$ cat src/hw/rtl/hrp_pkg.sv
// Shared types, codes and helpers for the hex record parser.
// No dependencies.
package hrp_pkg;

  localparam int unsigned PosW = 4;

  localparam logic [PosW-1:0] POS_COLON = 4'd0;
  localparam logic [PosW-1:0] POS_HDR_LAST = 4'd8;
  localparam logic [PosW-1:0] POS_HI = 4'd9;
  localparam logic [PosW-1:0] POS_LO = 4'd10;
  localparam logic [PosW-1:0] POS_DONE = 4'd11;
  localparam logic [PosW-1:0] POS_COUNT_LAST = 4'd2;
  localparam logic [PosW-1:0] POS_OFFSET_LAST = 4'd6;

  localparam logic [7:0] CHAR_COLON = 8'h3A;
  localparam logic [7:0] CHAR_CR = 8'h0D;
  localparam logic [7:0] CHAR_LF = 8'h0A;

  localparam logic [7:0] REC_DATA = 8'h00;
  localparam logic [7:0] REC_EOF = 8'h01;
  localparam logic [7:0] REC_EXT_LIN = 8'h04;
  localparam logic [7:0] REC_START_LIN = 8'h05;

  typedef enum logic [1:0] {
    KIND_DATA = 2'd0,
    KIND_EOF  = 2'd1,
    KIND_ERR  = 2'd2
  } kind_e;

  typedef enum logic [2:0] {
    ERR_NO_COLON = 3'd0,
    ERR_BAD_HEX  = 3'd1,
    ERR_SHORT    = 3'd2,
    ERR_REC_TYPE = 3'd3,
    ERR_NO_END   = 3'd4
  } err_e;

  typedef struct packed {
    kind_e       kind;
    logic [31:0] address;
    logic [7:0]  data_byte;
    err_e        error_code;
  } res_t;

  // {valid, value}
  function automatic logic [4:0] hex_digit(input logic [7:0] c);
    logic [4:0] r;
    r = 5'b0_0000;
    if (c >= 8'h30 && c <= 8'h39) begin
      r = {1'b1, c[3:0]};
    end else if ((c >= 8'h41 && c <= 8'h46) || (c >= 8'h61 && c <= 8'h66)) begin
      r = {1'b1, c[3:0] + 4'd9};
    end
    return r;
  endfunction

  function automatic logic [7:0] needed_bytes(input logic [7:0] rec, input logic [7:0] cnt);
    logic [7:0] n;
    n = cnt;
    if (rec == REC_EXT_LIN && cnt < 8'd2) begin
      n = 8'd2;
    end
    return n;
  endfunction

endpackage

$ cat src/hw/rtl/hrp_in_stage.sv
// Input register of the hex record parser: holds one character word.
// Depends on nothing.
module hrp_in_stage (
  input  logic       clk_i,
  input  logic       rst_ni,
  input  logic       in_valid_i,
  output logic       in_ready_o,
  input  logic [7:0] char_in_i,
  input  logic       final_req_i,
  input  logic       sink_ready_i,
  output logic       advance_o,
  output logic [7:0] char_o,
  output logic       final_o
);

  logic       valid_q;
  logic [7:0] char_q;
  logic       final_q;

  assign advance_o  = valid_q && sink_ready_i;
  assign in_ready_o = !valid_q || sink_ready_i;
  assign char_o     = char_q;
  assign final_o    = final_q;

  always_ff @(posedge clk_i or negedge rst_ni) begin
    if (!rst_ni) begin
      valid_q <= 1'b0;
    end else if (in_valid_i && in_ready_o) begin
      valid_q <= 1'b1;
    end else if (advance_o) begin
      valid_q <= 1'b0;
    end
  end

  always_ff @(posedge clk_i) begin
    if (in_valid_i && in_ready_o) begin
      char_q  <= char_in_i;
      final_q <= final_req_i;
    end
  end

endmodule

$ cat src/hw/rtl/hrp_parser.sv
// Parser state and its one-step update for each character word.
// Depends on hrp_pkg.
module hrp_parser
  import hrp_pkg::*;
(
  input  logic       clk_i,
  input  logic       rst_ni,
  input  logic       step_i,
  input  logic [7:0] char_i,
  input  logic       final_i,
  output logic       res_valid_o,
  output res_t       res_o
);

  typedef enum logic [1:0] {
    ST_RUN   = 2'd0,
    ST_ENDED = 2'd1,
    ST_FAIL  = 2'd2
  } run_e;

  run_e            status_q, status_d;
  logic [PosW-1:0] pos_q, pos_d;
  logic [15:0]     acc_q, acc_d;
  logic [7:0]      count_q, count_d;
  logic [15:0]     offset_q, offset_d;
  logic [7:0]      rec_q, rec_d;
  logic [7:0]      idx_q, idx_d;
  logic [15:0]     base_hi_q, base_hi_d;

  logic [4:0]  digit;
  logic [15:0] acc_shift;
  logic [7:0]  idx_inc;
  logic [31:0] byte_addr;

  assign digit     = hex_digit(char_i);
  assign acc_shift = {acc_q[11:0], digit[3:0]};
  assign idx_inc   = idx_q + 8'd1;
  assign byte_addr = {base_hi_q, 16'h0000} + {16'h0000, offset_q} + {24'h00_0000, idx_q};

  always_comb begin
    status_d    = status_q;
    pos_d       = pos_q;
    acc_d       = acc_q;
    count_d     = count_q;
    offset_d    = offset_q;
    rec_d       = rec_q;
    idx_d       = idx_q;
    base_hi_d   = base_hi_q;
    res_valid_o = 1'b0;
    res_o       = '{kind: KIND_DATA, address: 32'h0, data_byte: 8'h00,
                    error_code: ERR_NO_COLON};

    if (step_i && status_q == ST_RUN) begin
      if (char_i == CHAR_CR) begin
        // skipped anywhere
      end else if (char_i == CHAR_LF) begin
        if (pos_q == POS_COLON) begin
          status_d = ST_FAIL;
          res_valid_o = 1'b1;
          res_o.kind = KIND_ERR;
          res_o.error_code = ERR_NO_COLON;
        end else if (pos_q < POS_DONE) begin
          status_d = ST_FAIL;
          res_valid_o = 1'b1;
          res_o.kind = KIND_ERR;
          res_o.error_code = ERR_SHORT;
        end else begin
          pos_d = POS_COLON;
          acc_d = 16'h0;
          idx_d = 8'h00;
        end
      end else if (pos_q == POS_COLON) begin
        if (char_i != CHAR_COLON) begin
          status_d = ST_FAIL;
          res_valid_o = 1'b1;
          res_o.kind = KIND_ERR;
          res_o.error_code = ERR_NO_COLON;
        end else begin
          pos_d = pos_q + 4'd1;
          acc_d = 16'h0;
        end
      end else if (pos_q > POS_LO) begin
        // trailing characters up to line feed
      end else if (!digit[4]) begin
        status_d = ST_FAIL;
        res_valid_o = 1'b1;
        res_o.kind = KIND_ERR;
        res_o.error_code = ERR_BAD_HEX;
      end else begin
        acc_d = acc_shift;
        if (pos_q <= POS_HDR_LAST) begin
          if (pos_q == POS_COUNT_LAST) count_d = acc_shift[7:0];
          if (pos_q == POS_OFFSET_LAST) offset_d = acc_shift;
          if (pos_q < POS_HDR_LAST) begin
            pos_d = pos_q + 4'd1;
          end else begin
            rec_d = acc_shift[7:0];
            acc_d = 16'h0;
            idx_d = 8'h00;
            if (acc_shift[7:0] == REC_EOF) begin
              status_d = ST_ENDED;
              pos_d = POS_DONE;
              res_valid_o = 1'b1;
              res_o.kind = KIND_EOF;
            end else if (acc_shift[7:0] != REC_DATA && acc_shift[7:0] != REC_EXT_LIN &&
                         acc_shift[7:0] != REC_START_LIN) begin
              status_d = ST_FAIL;
              res_valid_o = 1'b1;
              res_o.kind = KIND_ERR;
              res_o.error_code = ERR_REC_TYPE;
            end else begin
              pos_d = (needed_bytes(acc_shift[7:0], count_q) == 8'h00) ? POS_DONE : POS_HI;
            end
          end
        end else if (pos_q == POS_HI) begin
          pos_d = POS_LO;
        end else begin
          if (rec_q == REC_DATA) begin
            res_valid_o = 1'b1;
            res_o.kind = KIND_DATA;
            res_o.address = byte_addr;
            res_o.data_byte = acc_shift[7:0];
          end
          if (rec_q == REC_EXT_LIN && idx_q == 8'd1) base_hi_d = acc_shift;
          idx_d = idx_inc;
          pos_d = (idx_inc == needed_bytes(rec_q, count_q)) ? POS_DONE : POS_HI;
        end
      end

      // file ends while still running: replaces any data word of this step
      if (final_i && status_d == ST_RUN) begin
        status_d = ST_FAIL;
        res_valid_o = 1'b1;
        res_o = '{kind: KIND_ERR, address: 32'h0, data_byte: 8'h00,
                  error_code: (pos_d != POS_COLON && pos_d < POS_DONE) ? ERR_SHORT
                                                                       : ERR_NO_END};
      end
    end
  end

  always_ff @(posedge clk_i or negedge rst_ni) begin
    if (!rst_ni) begin
      status_q  <= ST_RUN;
      pos_q     <= POS_COLON;
      acc_q     <= 16'h0;
      count_q   <= 8'h00;
      offset_q  <= 16'h0;
      rec_q     <= 8'h00;
      idx_q     <= 8'h00;
      base_hi_q <= 16'h0;
    end else begin
      status_q  <= status_d;
      pos_q     <= pos_d;
      acc_q     <= acc_d;
      count_q   <= count_d;
      offset_q  <= offset_d;
      rec_q     <= rec_d;
      idx_q     <= idx_d;
      base_hi_q <= base_hi_d;
    end
  end

endmodule

$ cat src/hw/rtl/hrp_out_stage.sv
// Result register of the hex record parser.
// Depends on hrp_pkg.
module hrp_out_stage
  import hrp_pkg::*;
(
  input  logic clk_i,
  input  logic rst_ni,
  input  logic load_i,
  input  res_t res_i,
  output logic out_valid_o,
  input  logic out_ready_i,
  output logic sink_ready_o,
  output res_t res_o
);

  logic valid_q;
  res_t res_q;

  assign out_valid_o  = valid_q;
  assign res_o        = res_q;
  assign sink_ready_o = !valid_q || out_ready_i;

  always_ff @(posedge clk_i or negedge rst_ni) begin
    if (!rst_ni) begin
      valid_q <= 1'b0;
    end else if (load_i) begin
      valid_q <= 1'b1;
    end else if (out_ready_i) begin
      valid_q <= 1'b0;
    end
  end

  always_ff @(posedge clk_i) begin
    if (load_i) begin
      res_q <= res_i;
    end
  end

endmodule

$ cat src/hw/rtl/hex_record_parser.sv
// Intel HEX parser: one character word per cycle unless the result stage stalls;
// at most one result word each, registered in the result stage when its character
// leaves the input stage. The parser state updates once per character.
// Reset (asynchronous, active low) clears both stage valids and the parser state.
// Depends on hrp_pkg, hrp_in_stage, hrp_parser and hrp_out_stage.
module hex_record_parser
  import hrp_pkg::*;
(
  input  logic        clk_i,
  input  logic        rst_ni,
  input  logic        in_valid_i,
  output logic        in_ready_o,
  input  logic [7:0]  char_in_i,
  input  logic        final_req_i,
  output logic        out_valid_o,
  input  logic        out_ready_i,
  output logic [1:0]  kind_o,
  output logic [31:0] address_o,
  output logic [7:0]  data_byte_o,
  output logic [2:0]  error_code_o
);

  logic       sink_ready;
  logic       advance;
  logic [7:0] char_s;
  logic       final_s;
  logic       res_valid;
  res_t       res_next;
  res_t       res_out;

  hrp_in_stage u_in (
    .clk_i        (clk_i),
    .rst_ni       (rst_ni),
    .in_valid_i   (in_valid_i),
    .in_ready_o   (in_ready_o),
    .char_in_i    (char_in_i),
    .final_req_i  (final_req_i),
    .sink_ready_i (sink_ready),
    .advance_o    (advance),
    .char_o       (char_s),
    .final_o      (final_s)
  );

  hrp_parser u_parser (
    .clk_i       (clk_i),
    .rst_ni      (rst_ni),
    .step_i      (advance),
    .char_i      (char_s),
    .final_i     (final_s),
    .res_valid_o (res_valid),
    .res_o       (res_next)
  );

  hrp_out_stage u_out (
    .clk_i        (clk_i),
    .rst_ni       (rst_ni),
    .load_i       (advance && res_valid),
    .res_i        (res_next),
    .out_valid_o  (out_valid_o),
    .out_ready_i  (out_ready_i),
    .sink_ready_o (sink_ready),
    .res_o        (res_out)
  );

  assign kind_o       = res_out.kind;
  assign address_o    = res_out.address;
  assign data_byte_o  = res_out.data_byte;
  assign error_code_o = res_out.error_code;

endmodule

$ cat config.mk
export PLATFORM = sky130hd
export DESIGN_NAME = hex_record_parser
export DESIGN_NICKNAME = d
export VERILOG_FILES = /design/src/hw/rtl/hrp_pkg.sv /design/src/hw/rtl/hrp_in_stage.sv /design/src/hw/rtl/hrp_parser.sv /design/src/hw/rtl/hrp_out_stage.sv /design/src/hw/rtl/hex_record_parser.sv
export SDC_FILE = /design/constraint.sdc
export NUM_CORES = 1
export LEC_CHECK = 0
export BUFFER_PORTS_ARGS = -buffer_cell sky130_fd_sc_hd__buf_2
export CORE_MARGIN = 2
export CORE_UTILIZATION = 60
export CTS_CLUSTER_DIAMETER = 150
export DETAILED_ROUTE_END_ITERATION = 10
export PLACE_DENSITY_LB_ADDON = 0.1
export SETUP_SLACK_MARGIN = 0.4
export SYNTH_ARGS = -nofsm -noshare
export SYNTH_HDL_FRONTEND = slang
export SYNTH_SLANG_ARGS = --single-unit
$ cat constraint.sdc
create_clock -name clk_i -period 8.3 [get_ports clk_i]
set_clock_uncertainty 0.15 [all_clocks]
set_input_delay 0 -clock clk_i [delete_from_list [all_inputs] [get_ports clk_i]]
set_output_delay 0 -clock clk_i [all_outputs]
set_load 0.02 [all_outputs]
; ---- Word level (Yosys, flattened, before mapping)
; Cells that the tools add are included.
[totals]
wordCells = 221
register_bits = 130
in_bits = 13
output_inout_bits = 47
[op_classes]
reduce_logical = 38
n_eq_ne = 20
n_bitwise = 10
n_mux = 119
n_lt_le_gt_ge = 12
add_sub_neg = 5
[ops]
columns = op, count
row1 = two-way mux 8 bit, 29
row2 = two-way mux 40 bit, 5
row3 = two-way mux 45 bit, 3
row4 = two-way mux 12 bit, 9
row5 = two-way mux 2 bit, 28
row6 = two-way mux 4 bit, 14
row7 = two-way mux 42 bit, 1
row8 = adder 32 x 16 -> 32 bit, 1
row9 = adder 32 x 8 -> 32 bit, 1
row10 = AND reduction 8 bit, 4
row11 = two-way mux 3 bit, 8
row12 = two-way mux 1 bit, 20
row13 = == test 8 x 1 -> 1 bit (second input constant), 2
row14 = == test 8 x 3 -> 1 bit (second input constant), 2
row15 = == test 8 x 4 -> 1 bit (second input constant), 2
row16 = greater-or-equal comparator 8 x 7 -> 1 bit (second input constant), 2
row17 = <= comparator 8 x 7 -> 1 bit (second input constant), 2
row18 = logical NOT 8 bit, 2
row19 = inequality test 8 x 3 -> 1 bit (second input constant), 2
row20 = logical AND 1 bit, 14
row21 = < comparator 4 bit (second input constant), 3
row22 = two-way mux 5 bit, 2
row23 = NOT 1 bit, 10
row24 = OR reduction 10 bit, 1
row25 = other kinds (28), 37

; ---- Logic depth before layout (Yosys ltp)
[logic_depth]
depth_word = 34
ltp_mapped = 12
ltp_nobuf = 11

; ---- Cells and area by module
; A second synthesis with hierarchy kept.
[unflattened]
hier_cells = 714
area_unflattened_um2 = 6895.4
[modules_own_cells]
columns = mod, area_per_inst_um2, cells_each, seq_area_each_um2, instances
row1 = hrp_parser, 5159.9, 651, 1851.8, 1
row2 = hrp_out_stage, 1398.8, 48, 1376.3, 1
row3 = hrp_in_stage, 330.3, 14, 295.3, 1
row4 = hex_record_parser, 6.3, 1, 0.0, 1

; ---- Least setup slack after synthesis
; Ideal clock, no wire load.
[synth_timing]
kind = flip-flop to flip-flop
start = register u_parser.pos_q[0]
end = register u_out.res_q (netlist bit u_out.res_o[0]) (enable)
setup_time_ns = 0.519
required_time_ns = 7.631
path_slack_ns = 2.281
arrival_ns = 5.349
stages_incl_launch_ff = 8
synth_period_minus_slack_ns = 6.019
path_buffers = 0
cell_sequence = dfrtp_1 inv_1 ha_1 nor3b_1 o21ai_0 o211ai_1 a21oi_1 o32ai_1
[synth_via]
elab_chain_cells = 14
elab_cells_between_ends = 31
cone_classes = order compare (4) / eq/ne (1) / mux (22) / reduce/logical (4)
[synth_lines]
columns = element, line
row1 = "start, declared", hrp_parser.sv:22  ; logic [PosW-1:0] pos_q, pos_d;
row2 = "start signal, assigned", hrp_parser.sv:153  ; pos_q <= pos_d;
row3 = < comparator 4 bit, hrp_parser.sv:94  ; if (pos_q < POS_HDR_LAST) begin
row4 = two-way mux 2 bit, hrp_parser.sv:94
row5 = two-way mux 2 bit, hrp_parser.sv:91  ; if (pos_q <= POS_HDR_LAST) begin
row6 = two-way mux 2 bit, hrp_parser.sv:84  ; end else if (!digit[4]) begin
row7 = two-way mux 2 bit, hrp_parser.sv:82  ; end else if (pos_q > POS_LO) begin
row8 = two-way mux 2 bit, hrp_parser.sv:72  ; end else if (pos_q == POS_COLON) begin
row9 = two-way mux 2 bit, hrp_parser.sv:56  ; end else if (char_i == CHAR_LF) begin
row10 = two-way mux 2 bit, hrp_parser.sv:54  ; if (char_i == CHAR_CR) begin
row11 = two-way mux 2 bit, hrp_parser.sv:53  ; if (step_i && status_q == ST_RUN) begin
row12 = logical NOT 2 bit, hrp_parser.sv:131  ; if (final_i && status_d == ST_RUN) begin
row13 = logical AND 1 bit, hrp_parser.sv:131
row14 = two-way mux 1 bit *, hrp_parser.sv:131
row15 = two-way mux 1 bit *, hrp_parser.sv:53
row16 = logical AND 1 bit *, hex_record_parser.sv:57  ; .load_i (advance && res_valid),
row17 = via u_out.load_i, hrp_out_stage.sv:8  ; input logic load_i,
row18 = "end signal, assigned", hrp_out_stage.sv:35  ; res_q <= res_i;
row19 = "end, declared", hrp_out_stage.sv:17  ; res_t res_q;
; The timed path passes the listed nets; every way through them passes the cells marked *. The select of a mux whose other input is x is not followed.
; A chain may end at the register's enable or synchronous reset.

; ---- Final worst setup path
[layout_timing]
start = register u_parser.pos_q[0]
end = register u_out.res_q (netlist bit u_out.res_o[12]) (enable)
; The elaborated chain is that of the path after synthesis.

==> results_dict.tcl <==
set metrics [dict create \
    fp-row-count 38 \
    synthesis.area_um2 6800 \
    numPortBuffers 59 \
    grt_first_pass_wirelength_um 26700 \
    timing.final.crit_share_pct 49.6 \
    hold_path_class "input port to flip-flop" \
    hold_path_startpoint "char_in_i[7]" \
    initial_utilization_pct 62.2 \
    cp-end-kind "flip-flop" \
    cts_setup_buffers 0 \
    cts_sinks 130 \
    syn_inst 652 \
    p_leak_uw 0.00303 \
    diodes 0 \
    drtIter0Drc 361 \
    synth_top_family_by_area "simple AND/OR/NAND/NOR gates" \
    vias 5370 \
    synth_nets 684 \
    syn_avg_cell_area_um2 10.4 \
    hold_viol 0 \
    num_io_pins 60 \
    regToRegStartpoint "u_parser.pos_q[0]" \
    tightest_slew_ps 1030 \
    period_needed_ps 4120 \
    final_common_cell "dfrtp_1" \
    cp_cell_sequence "inv_1 > ha_1 > nor3b_1 > nand3_1 > a31oi_1 > nor2_1 > o22ai_1 > nand4_4 > o32ai_4 > buf_4" \
    root_buffer "clkbuf_16" \
    dp_slack_ps 4260 \
    final_cells 875 \
    cpPeakStageDelay_ps 750 \
    post_route_cells_drive_above_1_share_pct 19.0 \
    synth_mux_area_share_pct 5.59 \
    p_per_area_nw_per_um2 185 \
    cp.arrival_ps 4000 \
    synth_simple_gate_area_share_pct 19.3 \
    cpMaxStageDelayCell "nor3b_1" \
    worstSetupPathType "flip-flop to flip-flop" \
    fp.dieH_um 110 \
    required_ps 8190 \
    grt_max_degree 77 \
    ff2ff_setup_slack_ps 4180 \
    whs_endpoint "u_in.char_o[7]" \
    htree_levels 4 \
    clkTransAtPathRegs_ps 60 \
    cts_buffers 17 \
    layout_common_cells "76 x dfrtp_1, 75 x nand2_1, 61 x o21ai_0, 59 x buf_2, 58 x nor2_1" \
    slew-limit-headroom_pct 31.2 \
    synth-adder-area-share_pct 3.60 \
    cts_buffer_depth 2 \
    chipWidth_um 110 \
    whs_path_depth 2 \
    critical_path.top_delay_family "simple AND/OR/NAND/NOR gates" \
    synth_top_area_share_pct 28.0 \
    yosysSeqAreaShare_pct 51.8 \
    final_antenna_net_count 0 \
    synth_xor_area_share_pct 4.12 \
    wire_per_inst_um 18.8 \
    dp_cells 830 \
    path_buf_inv 2 \
    worst_slack_ps 4180 \
    ir_worst_vdd_mv 0.125 \
    cp-start-kind "flip-flop" \
    finalSetupViolCount 0 \
    fin_tns_setup_ps 0 \
    layout.nets 754 \
    ys_ff_latch 130 \
    cts_tree "done" \
    synth_flop_cell "dfrtp_1" \
    grt_pass1_vias 5347 \
    rr_worst_depth 10 \
    synth_compound_area_share_pct 13.1 \
    rsz0062_at_grt "no" \
    max_freq_mhz 243 \
    status "finished clean" \
    rr_endpoint "u_out.res_o[12]" \
    drv_cap 0 \
    netlist_top_cells_area "dfrtp_1 28%, edfxtp_1 24%, mux2_2 5.3%" \
    dr.pass1.iters 5 \
    yosysTopAreaCell "dfrtp_1" \
    routed_wl_um 16500 \
    worstSkewPairLatency_ps 410 \
    dp_hpwl_um 11300 \
    synth_edf_count 54 \
    via_per_inst 6.14 \
    core_area_um2 10900 \
    slew_violations 0 \
    synthDistinctLibCells 72 \
    gp_congestion 0.961 \
    cp_max_fo 46 \
    gr-total-overflow 0 \
    final_cell_area_um2 7940 \
    drc 0 \
    antenna_found_initial 0 \
    syn2layout_area_growth_pct 16.7 \
    grt_use_total_pct 27.5 \
    place_area_um2 7220 \
    async_flop_share_pct 58.5 \
    synth_warnings 0 \
    die_area_um2 12200 \
]
## sequential cells by signal (all words and copies together), names as in the netlist, 2 cells and up
name and flops:
u_in.char_o 8, u_out.res_o 45, u_parser.pos_q 4, u_parser.rec_q 8
u_parser.offset_q 16, u_parser.acc_q 12, u_parser.count_q 8, u_parser.idx_q 8
u_parser.status_q 2, u_parser.base_hi_q 16
## how the worst max path moves through the flow
stage | from | to | slack, ps | cells after the start
final | u_parser.pos_q[0] | u_out.res_o[12] | 4180 | 10
after CTS | u_parser.pos_q[0] | u_out.res_o[12] | 4250 | 10
after global routing | u_parser.pos_q[1] | u_out.res_o[12] | 3900 | 10
after floorplan | u_parser.pos_q[0] | u_out.res_o[0] | 2280 | 7
after detailed placement | u_parser.pos_q[1] | u_out.res_o[16] | 4260 | 10
after global placement | u_parser.pos_q[0] | u_out.res_o[16] | 4320 | 10
## report_power, final
group | total, uW | switching (uW) | internal (uW)
clock | 753 | 280 | 472
combinational | 38.4 | 24.6 | 13.8
sequential | 677 | 5.22 | 671
## metrics by stage
step	hold WS, ps	total power [uW]	util, %
3_3_place_gp	26.0	721	66.0
4_1_cts	133	1470	72.6
2_1_floorplan	-446	704	-
5_1_grt	139	1510	72.6
3_5_place_dp	28.1	722	66.0
6_report	146	1470	72.6
## cell type report
type / count / area, um^2
fill: 788 / 3000
multi-input combinational: 479 / 3130
clock buffer: 19 / 433
inverter: 19 / 71.3
clock inverter: 13 / 159
tap: 140 / 175
sequential: 130 / 3520
timing repair buffer: 75 / 448
## repair_timing
item,4_1_cts,5_1_grt
hold buffers,13,0
hold endpoints to repair,87,0
resized for setup,0,0
## per-layer routing
layer  wire length, um  GRT usage, %  vias to the layer above
met3               910          6.86                       33
li1                  -             -                     2536
met5                 0             0                        -
met4               429          11.8                        0
met2              8460          47.0                      191
met1              6670          33.0                     2610
## cell usage after synthesis, types with 6 or more instances
cell type  instances
nand4_1           12
a21oi_1           18
xor2_1            21
edfxtp_1          54
nor3_1            13
inv_1             19
mux2_2            32
or3_1              7
nand3_1           16
nor4_1            10
ha_1              18
o21ai_0           61
and3_1            11
clkbuf_1          17
dfrtp_1           76
nor2_1            58
buf_2              6
o211ai_1           8
o31ai_1            8
nand2_1           75
xnor2_1           11
## cell families after synthesis
family,count (synthesis)
AND/OR/NAND/NOR,253
buffers and inverters,43
adder cells (fa/ha/maj),19
flip-flops,130
AO/OA/AOI/OAI,141
XOR/XNOR,32
multiplexers,34
(Power assumes the default switching activity.)
